==> src/sv/vdsd_pkg.sv <==
// shared types and codes for the vector difference, sort and dot unit
// no dependencies; every other file uses these by scoped name
package vdsd_pkg;

  // signed q9.8 difference b - a, one bit wider than the operands
  typedef logic signed [16:0] diff_t;

  // signed q20.16 dot product accumulator
  typedef logic signed [35:0] acc_t;

  // result kind codes
  typedef enum logic [1:0] {
    KIND_DIFF   = 2'd0,
    KIND_SORTED = 2'd1,
    KIND_DOT    = 2'd2
  } kind_t;

  // input transaction payload
  typedef struct packed {
    logic signed [15:0] a_value;
    logic signed [15:0] b_value;
    logic               last_item;
  } in_item_t;

  // result transaction payload
  typedef struct packed {
    kind_t              kind;
    logic signed [35:0] value;
    logic [3:0]         position;
    logic               overflow;
    logic               run_end;
  } out_item_t;

  // commands broadcast to every sort cell
  typedef struct packed {
    logic insert;
    logic drain;
    logic clear;
  } cell_ctrl_t;

  // saturation bounds of the accumulator
  localparam acc_t ACC_MAX = {1'b0, {35{1'b1}}};
  localparam acc_t ACC_MIN = {1'b1, {35{1'b0}}};

endpackage

==> src/sv/vdsd_cell.sv <==
// one cell of the descending insertion chain: holds one stored difference
// depends on vdsd_pkg
module vdsd_cell (
  input  logic                clk,
  input  logic                rst_n,
  input  vdsd_pkg::cell_ctrl_t ctrl,
  input  vdsd_pkg::diff_t     din,
  input  logic                left_shift,
  input  vdsd_pkg::diff_t     left_value,
  input  logic                left_valid,
  input  vdsd_pkg::diff_t     right_value,
  input  logic                right_valid,
  output logic                shift,
  output vdsd_pkg::diff_t     value,
  output logic                valid
);

  vdsd_pkg::diff_t value_r, value_nxt;
  logic            valid_r, valid_nxt;

  // an empty cell or a smaller value moves down for the new entry; ties stay
  assign shift = !valid_r || (value_r < din);

  // insert, drain toward the head, or clear
  always_comb begin
    value_nxt = value_r;
    valid_nxt = valid_r;
    if (ctrl.clear) begin
      valid_nxt = 1'b0;
    end else if (ctrl.insert && shift) begin
      if (left_shift) begin
        value_nxt = left_value;
        valid_nxt = left_valid;
      end else begin
        value_nxt = din;
        valid_nxt = 1'b1;
      end
    end else if (ctrl.drain) begin
      value_nxt = right_value;
      valid_nxt = right_valid;
    end
  end

  always_ff @(posedge clk) begin
    if (!rst_n) begin
      valid_r <= 1'b0;
    end else begin
      valid_r <= valid_nxt;
    end
    value_r <= value_nxt;
  end

  assign value = value_r;
  assign valid = valid_r;

endmodule

==> src/sv/vdsd_dot_acc.sv <==
// dot product unit: registered 16x16 product, then saturating accumulate
// depends on vdsd_pkg
module vdsd_dot_acc (
  input  logic               clk,
  input  logic               rst_n,
  input  logic               mul_en,
  input  logic signed [15:0] a_value,
  input  logic signed [15:0] b_value,
  input  logic               clear,
  output vdsd_pkg::acc_t     acc
);

  logic signed [31:0] prod_r, prod_nxt;
  logic               prod_vld_r;
  vdsd_pkg::acc_t     acc_r, acc_nxt;
  logic signed [36:0] sum;

  assign prod_nxt = a_value * b_value;
  assign sum      = 37'(acc_r) + 37'(prod_r);

  // saturate to the signed 36-bit range
  always_comb begin
    acc_nxt = acc_r;
    if (clear) begin
      acc_nxt = '0;
    end else if (prod_vld_r) begin
      if (!sum[36] && sum[35]) begin
        acc_nxt = vdsd_pkg::ACC_MAX;
      end else if (sum[36] && !sum[35]) begin
        acc_nxt = vdsd_pkg::ACC_MIN;
      end else begin
        acc_nxt = sum[35:0];
      end
    end
  end

  always_ff @(posedge clk) begin
    if (!rst_n) begin
      prod_vld_r <= 1'b0;
      acc_r      <= '0;
    end else begin
      prod_vld_r <= mul_en && !clear;
      acc_r      <= acc_nxt;
    end
    if (mul_en) begin
      prod_r <= prod_nxt;
    end
  end

  assign acc = acc_r;

endmodule

==> src/sv/vector_difference_sort_and_dot_unit.sv <==
// top level: pair differences, descending sort in a cell chain, dot product
// depends on vdsd_pkg, vdsd_cell, vdsd_dot_acc
//
//  channel  ports                         payload      direction
//  in       in_valid  in_ready  in_data   in_item_t    pair (a, b, last)
//  out      out_valid out_ready out_data  out_item_t   diff / sorted / dot
//
// a pair's difference is inserted into the sorted chain and loaded into the
// output register when accepted; with the chain full it is dropped and flags overflow.
// after the last pair the chain drains one sorted entry per cycle while the
// output is free, then emits the dot product; the next pair is taken after.
// synchronous active-low reset empties the chain and clears all counters.
// a stalled output holds the chain and blocks new pairs until taken.
module vector_difference_sort_and_dot_unit #(
  parameter int DEPTH = 16
) (
  input  logic                clk,
  input  logic                rst_n,
  input  logic                in_valid,
  output logic                in_ready,
  input  vdsd_pkg::in_item_t  in_data,
  output logic                out_valid,
  input  logic                out_ready,
  output vdsd_pkg::out_item_t out_data
);

  localparam int CW = $clog2(DEPTH + 1);

  typedef enum logic [1:0] {
    ST_LOAD,
    ST_RUN,
    ST_DOT
  } state_t;

  state_t              state_r, state_nxt;
  logic [CW-1:0]       count_r, count_nxt;
  logic [CW-1:0]       rank_r, rank_nxt;
  logic                ovf_r, ovf_nxt;
  logic                out_valid_r, out_valid_nxt;
  vdsd_pkg::out_item_t out_data_r, out_data_nxt;

  logic                out_free;
  logic                accept;
  logic                room;
  vdsd_pkg::diff_t     diff;
  vdsd_pkg::cell_ctrl_t ctrl;
  vdsd_pkg::acc_t      acc;

  logic                  cell_shift [DEPTH];
  vdsd_pkg::diff_t       cell_value [DEPTH];
  logic                  cell_valid [DEPTH];

  assign out_free = !out_valid_r || out_ready;
  assign in_ready = (state_r == ST_LOAD) && out_free;
  assign accept   = in_valid && in_ready;
  assign room     = count_r < CW'(DEPTH);
  assign diff     = vdsd_pkg::diff_t'(in_data.b_value) - vdsd_pkg::diff_t'(in_data.a_value);

  // sort chain: each cell sees its left neighbor on insert, right on drain
  for (genvar i = 0; i < DEPTH; i++) begin : g_cell
    logic            l_shift, r_valid, l_valid;
    vdsd_pkg::diff_t l_value, r_value;
    if (i == 0) begin : g_head
      assign l_shift = 1'b0;
      assign l_value = '0;
      assign l_valid = 1'b0;
    end else begin : g_body
      assign l_shift = cell_shift[i-1];
      assign l_value = cell_value[i-1];
      assign l_valid = cell_valid[i-1];
    end
    if (i == DEPTH - 1) begin : g_tail
      assign r_value = '0;
      assign r_valid = 1'b0;
    end else begin : g_inner
      assign r_value = cell_value[i+1];
      assign r_valid = cell_valid[i+1];
    end
    vdsd_cell u_cell (
      .clk         (clk),
      .rst_n       (rst_n),
      .ctrl        (ctrl),
      .din         (diff),
      .left_shift  (l_shift),
      .left_value  (l_value),
      .left_valid  (l_valid),
      .right_value (r_value),
      .right_valid (r_valid),
      .shift       (cell_shift[i]),
      .value       (cell_value[i]),
      .valid       (cell_valid[i])
    );
  end

  // dot product accumulator
  vdsd_dot_acc u_dot (
    .clk     (clk),
    .rst_n   (rst_n),
    .mul_en  (accept && room),
    .a_value (in_data.a_value),
    .b_value (in_data.b_value),
    .clear   (ctrl.clear),
    .acc     (acc)
  );

  // sequencer and output register next state
  always_comb begin
    state_nxt     = state_r;
    count_nxt     = count_r;
    rank_nxt      = rank_r;
    ovf_nxt       = ovf_r;
    out_valid_nxt = out_valid_r && !out_ready;
    out_data_nxt  = out_data_r;
    ctrl          = '0;
    case (state_r)
      ST_LOAD: begin
        if (accept) begin
          if (room) begin
            ctrl.insert           = 1'b1;
            count_nxt             = count_r + CW'(1);
            out_valid_nxt         = 1'b1;
            out_data_nxt.kind     = vdsd_pkg::KIND_DIFF;
            out_data_nxt.value    = 36'(diff);
            out_data_nxt.position = 4'(count_r);
            out_data_nxt.overflow = ovf_r;
            out_data_nxt.run_end  = 1'b0;
          end else begin
            ovf_nxt = 1'b1;
          end
          if (in_data.last_item) begin
            state_nxt = ST_RUN;
            rank_nxt  = '0;
          end
        end
      end
      ST_RUN: begin
        if (out_free) begin
          ctrl.drain            = 1'b1;
          out_valid_nxt         = 1'b1;
          out_data_nxt.kind     = vdsd_pkg::KIND_SORTED;
          out_data_nxt.value    = 36'(cell_value[0]);
          out_data_nxt.position = 4'(rank_r);
          out_data_nxt.overflow = ovf_r;
          out_data_nxt.run_end  = 1'b0;
          if (rank_r == count_r - CW'(1)) begin
            state_nxt = ST_DOT;
          end
          rank_nxt = rank_r + CW'(1);
        end
      end
      ST_DOT: begin
        if (out_free) begin
          ctrl.clear            = 1'b1;
          out_valid_nxt         = 1'b1;
          out_data_nxt.kind     = vdsd_pkg::KIND_DOT;
          out_data_nxt.value    = acc;
          out_data_nxt.position = '0;
          out_data_nxt.overflow = ovf_r;
          out_data_nxt.run_end  = 1'b1;
          count_nxt             = '0;
          rank_nxt              = '0;
          ovf_nxt               = 1'b0;
          state_nxt             = ST_LOAD;
        end
      end
      default: begin
        state_nxt = ST_LOAD;
      end
    endcase
  end

  // state and registered outputs
  always_ff @(posedge clk) begin
    if (!rst_n) begin
      state_r     <= ST_LOAD;
      count_r     <= '0;
      rank_r      <= '0;
      ovf_r       <= 1'b0;
      out_valid_r <= 1'b0;
    end else begin
      state_r     <= state_nxt;
      count_r     <= count_nxt;
      rank_r      <= rank_nxt;
      ovf_r       <= ovf_nxt;
      out_valid_r <= out_valid_nxt;
    end
    out_data_r <= out_data_nxt;
  end

  assign out_valid = out_valid_r;
  assign out_data  = out_data_r;

endmodule
==> config.mk <==
export PLATFORM = sky130hd
export DESIGN_NAME = vector_difference_sort_and_dot_unit
export DESIGN_NICKNAME = d
export VERILOG_FILES = /design/src/sv/vdsd_pkg.sv /design/src/sv/vdsd_cell.sv /design/src/sv/vdsd_dot_acc.sv /design/src/sv/vector_difference_sort_and_dot_unit.sv
export SDC_FILE = /design/constraint.sdc
export NUM_CORES = 2
export LEC_CHECK = 0
export ABC_AREA = 1
export BUFFER_PORTS_ARGS = -buffer_cell sky130_fd_sc_hd__buf_2
export CAP_MARGIN = 20
export CORE_MARGIN = 4
export CORE_UTILIZATION = 42
export DETAILED_ROUTE_END_ITERATION = 10
export GPL_TIMING_DRIVEN = 0
export PLACE_DENSITY = 0.69
export SLEW_MARGIN = 20
export SYNTH_ARGS = -nofsm -noshare
export SYNTH_HDL_FRONTEND = slang
export SYNTH_SLANG_ARGS = --single-unit
==> constraint.sdc <==
create_clock -name clk -period 9 [get_ports clk]
set_clock_uncertainty 0.1 [all_clocks]
set_input_delay 0.9 -clock clk [delete_from_list [all_inputs] [get_ports clk]]
set_output_delay 0.9 -clock clk [all_outputs]
set_load 0.05 [all_outputs]
# --- After elaboration in Yosys (flattened, before gate mapping) ---
# Index checks and enable logic that the tools add are counted.
totals:
  ram_bits: 0
  rom_bits: 0
  regBits: 415
  mem_count: 0
  inputBits: 37
  latchBits: 0
  wordCells: 312
op_classes:
  magnitude_cmp: 17
  n_shift: 0
  mux: 129
  mul: 1
  n_reduce_logical: 103
  n_eq_ne: 10
  bitwise_logic: 2
  add_sub_neg: 5
  div_mod_pow: 0
ops:
  columns: ["operator", "n"]
  rows:
  - ["17-bit 2-to-1 mux", 47]
  - ["17-bit less-than comparator", 16]
  - ["44-bit 2-to-1 mux", 4]
  - ["44-bit case mux with 3 select lines", 1]
  - ["36-bit 2-to-1 mux", 2]
  - ["1-bit 2-to-1 mux", 59]
  - ["36-bit by 32-bit adder with 37-bit output", 1]
  - ["2-bit nonzero test", 17]
  - ["16-bit by 16-bit multiplier with 32-bit output", 1]
  - ["2-bit AND reduction", 16]
  - ["5-bit 2-to-1 mux", 6]
  - ["1-bit logical AND", 23]
  - ["1-bit logical NOT", 21]
  - ["1-bit logical OR", 17]
  - ["16-bit by 16-bit subtractor with 17-bit output", 1]
  - ["5-bit case mux with 3 select lines", 1]
  - ["5-bit AND reduction", 3]
  - ["2-bit != test (second input constant)", 7]
  - ["5-bit by 1-bit adder with 5-bit output (second input constant)", 2]
  - ["2-bit 2-to-1 mux", 5]
  - ["5-bit case mux with 2 select lines", 1]
  - ["4-bit AND reduction", 2]
  - ["2-bit case mux with 3 select lines", 1]
  - ["5-bit == test", 1]
  - ["9 further kinds", 12]

# --- Logic depth before layout (Yosys ltp) ---
logic_depth:
  depth_word: 9
  mapped_depth: 35
  ltp_nobuf: 32

# --- By module ---
# A second synthesis with hierarchy kept.
hier_totals:
  hier_cells: 5610
  area_unflattened_um2: 43229.0
modules_own_cells:
  columns: ["mod", "instances", "area_each_um2", "seq_area_each_um2", "cells_each"]
  rows:
  - ["vdsd_cell", 16, 1500.2, 530.5, 191]
  - ["vdsd_dot_acc", 1, 15119.5, 1701.6, 1990]
  - ["vector_difference_sort_and_dot_unit", 1, 4106.4, 1571.5, 564]

# --- Least setup slack after synthesis ---
# OpenSTA, ideal clock, no wires.
synth_timing:
  path_kind: "input -> register"
  start: "in in_data[32] (netlist name)"
  end: "reg u_dot.prod_r[31], data pin"
  arrival_ps: 6125
  setup_ps: 266
  required_ps: 8634
  setup_slack_ps: 2509
  path_stages: 19
  path_cell_list: "clkbuf_1 clkbuf_1 nand2_1 inv_1 fa_1 fa_1 inv_1 fa_1 fa_1 fa_1 fa_1 inv_1 ha_1 a21o_1 inv_1 o21ai_0 a221oi_1 o221ai_1 xor2_1"
synth_via:
  elab_chain_len: 1
synth_lines:
  columns: ["element", "line", "source"]
  rows:
  - ["start: declaration", "vector_difference_sort_and_dot_unit.sv:21", "input vdsd_pkg::in_item_t in_data,"]
  - ["16-bit by 16-bit multiplier with 32-bit output", "vdsd_dot_acc.sv:18", "assign prod_nxt = a_value * b_value;"]
  - ["via u_dot.prod_nxt[31]", "vdsd_dot_acc.sv:13", "logic signed [31:0] prod_r, prod_nxt;"]
  - ["end signal: assignment", "vdsd_dot_acc.sv:46", "prod_r <= prod_nxt;"]
  - ["end: declaration", "vdsd_dot_acc.sv:13", null]
# The timed path passes the listed nets, and every way through them passes these cells.
# A chain may end at the register's enable or synchronous reset.

# --- Worst setup path in the final report ---
layout_timing:
  start: "in in_data[18] (netlist name)"
  end: "reg g_cell[12].u_cell.value_r[16], enable pin"
layout_via:
  elab_chain_len: 6
layout_lines:
  columns: ["element", "line", "source"]
  rows:
  - ["16-bit by 16-bit subtractor with 17-bit output", "vector_difference_sort_and_dot_unit.sv:57", "assign diff = vdsd_pkg::diff_t'(in_data.b_value) - vdsd_pkg::diff_t'(in_data.a_value);"]
  - ["17-bit less-than comparator", "vdsd_cell.sv:22", "assign shift = !valid_r || (value_r < din);"]
  - ["1-bit logical OR", "vdsd_cell.sv:22", null]
  - ["1-bit logical AND", "vdsd_cell.sv:30", "end else if (ctrl.insert && shift) begin"]
  - ["2-bit nonzero test (no line)", null, null]
  - ["2-bit AND reduction (no line)", null, null]
  - ["end signal: assignment", "vdsd_cell.sv:50", "value_r <= value_nxt;"]
  - ["end: declaration", "vdsd_cell.sv:18", "vdsd_pkg::diff_t value_r, value_nxt;"]
# No other way between the ends.

==> out/metrics.yaml <==
sta:
  rsz0062_at_grt: "no"
  slew_violations: 0
  setup_slack_ns: 1.90
  slew_headroom_pct: 18.7
  worst_pin_slew_ns: 1.22
  setup_viol: 0
  fmax_ghz: 0.141
  hold_ws_ns: 0.382
  period_share_pct: 78.9
  hold_viol_final: 0
  min_period_ns: 7.10
routing:
  dr.pass1.iters: 6
  totalWireLength_mm: 133
  viasPerCell: 5.45
  via_count: 36300
  antenna_left: 0
  drc: 0
  wl_per_cell_um: 19.9
  drtIter0Drc: 4001
cells_and_area:
  diodes: 0
  area_growth_syn_to_layout_pct: 9.50
  nNetsFinal: 6067
  utilization_pct: 46.3
  drive_above_1_share_pct: 6.61
yosys:
  synthCells: 5210
  syn_area_per_cell_sq_um: 7.71
  synth.ff_latch_count: 414
  synthDistinctLibCells: 55
  syn_nets: 5923
  synth_edf_count: 347
  ys.flop_type: "edfxtp_1"
  async_flop_share_pct: 0
  yosys_warnings: 0
  synth_seq_area_share_pct: 29.3
  netlist_area_sq_um: 40200
worst_setup_path:
  crit_arrival_ns: 7.21
  r2r_slack_ns: 4.64
  worstPathRequired_ns: 9.11
  critPathLaunchType: "input port"
  cp_slowest_cell: "a21oi_2"
  crit_path_max_fanout: 19
  reg2reg_from: "state_r[1]"
  critPathLaunch: "in_data[18]"
  cp-end-kind: "flop"
  slowest_delay_ns: 0.72
  worstSetupPathType: "in -> reg"
  worst_path_most_repeated_cell: "nand2_1"
die:
  die_area_sq_um: 101000
  ios: 83
  chipWidth_um: 317
  initial_core_util_pct: 42.3
  die_height_um: 317
  rows: 113
  coreArea_sq_um: 95000
global_routing:
  grt_max_degree: 42
  track_usage_pct: 26.1
  grt_pass1_vias: 34800
  antenna_found_initial: 2
  grt-ovfl-total: 0
  grt_pass1_wl_mm: 203
clock_network:
  cts_buffer_depth: 3
  clock_sinks: 414
  tritoncts.num_buffers: 44
  post-cts-setup-buffer-count: 0
  hold_buffers: 0
  cts-root-buf: "clkbuf_16"
  htree_levels: 2
  tritoncts: "done"
  clk_latency_ns: 0.60
  clk_pin_slew_ns: 0.06
  ctsResizeCount: 0
placement:
  portBuffers: 81
  pre_cts_ws_ns: 1.07
  place_congestion: 0.962
  hpwl_mm: 104
run:
  cap_violations: 0
worst_hold_path:
  min_from: "ovf_r"
  hold_class: "reg -> reg"
status:
  status: "finished, final reports clean"
==> critical path, delay by kind of cell <==
kind	cells	cell delay, ns
XOR/XNOR	1	0.62
adder cells (fa/ha/maj)	2	0.95
AND/OR/NAND/NOR	13	1.46
buffers and inverters	7	2.31
AO/OA/AOI/OAI	2	0.94
==> routing by layer <==
metal | up-vias | GRT usage, % | part of all wire (%)
met1 | 17200 | 37.0 | 42
met4 | 0 | 9.57 | 4.1
met3 | 285 | 3.30 | 9.6
met5 | - | 0 | 0
li1 | 17100 | - | -
met2 | 1749 | 41.1 | 44
==> cell families (layout without fill, tap and decap cells) <==
| logic type | Yosys count | in the layout | synth area share (%) |
|---|---|---|---|
| AO/OA/AOI/OAI | 796 | 796 | 10.6 |
| XOR/XNOR | 76 | 76 | 1.66 |
| adder cells (fa/ha/maj) | 676 | 676 | 26.0 |
| buffers and inverters | 921 | 1100 | 9.27 |
| flip-flops | 414 | 414 | 29.3 |
| AND/OR/NAND/NOR | 2327 | 2327 | 23.3 |
==> path summary, 6_finish.rpt <==
check	cells after the start	to
max	25	g_cell[12].u_cell.value[16]
max reg2reg	8	g_cell[12].u_cell.value[16]
min	0	out_data[1]
min reg2reg	0	out_data[1]
==> through the flow <==
step	instances	setup TNS [ns]	instance area, sq um
2_1_floorplan	5210	0	40200
3_3_place_gp	6556	-2.06	42200
3_5_place_dp	6572	0	42500
4_1_cts	6653	0	44000
5_1_grt	6654	0	44000
6_report	6654	0	44000
==> final cells by class <==
cell class / count / area (sq um)
flip-flops and latches: 414 / 11800
repair buffers: 98 / 629
plain buffers: 198 / 1010
fillers: 9412 / 51000
inverters: 723 / 2720
well taps: 1265 / 1580
multi-input cells: 3875 / 24800
clock inverters: 26 / 299
clock buffers: 55 / 1190
==> flip-flops by register name, summed over array words and instances (netlist names) <==
name and count:
g_cell.u_cell.value 272, out_data 43, u_dot.acc 36, u_dot.prod_r 32
g_cell.u_cell.valid 16, count_r 5, rank_r 5, state_r 2
out_valid 1, ovf_r 1, u_dot.prod_vld_r 1
==> cells in the mapped netlist (all sizes together) (11+ instances only) <==
master | number | area [sq um]
inv | 721 | 2710
o21a | 11 | 82.6
buf | 98 | 631
or2 | 17 | 106
nand3 | 211 | 1060
xnor2 | 31 | 272
a21oi | 392 | 1990
nor2 | 342 | 1290
nand4 | 48 | 300
o21ai | 315 | 1580
nor3 | 16 | 80.1
fa | 264 | 5290
nand2 | 1676 | 6390
o21bai | 17 | 128
ha | 412 | 5150
edfxtp | 347 | 10400
clkbuf | 100 | 377
dfxtp | 67 | 1340
xor2 | 45 | 394
==> cell usage in the layout (no fill, tap or decap), types with 9 or more instances in the layout <==
cell	count
nand3_1	210
clkbuf_16	46
inv_1	704
nand2_1	1644
clkbuf_1	107
buf_2	147
edfxtp_1	347
nand3b_1	9
buf_6	27
a31oi_1	9
o21ai_0	280
nand2_2	25
fa_1	264
buf_4	16
xor2_1	42
o21a_1	11
or2_2	10
a221oi_1	9
xnor2_1	31
nand4_1	48
nor3_1	16
inv_2	16
nor2_1	337
o21ai_1	34
dfxtp_1	67
a21oi_1	372
a21oi_2	18
ha_1	412
clkinv_2	9
o21bai_1	17
Power is not shown: default switching activity piles up to over one toggle a cycle in this logic, so the estimate is an artifact.
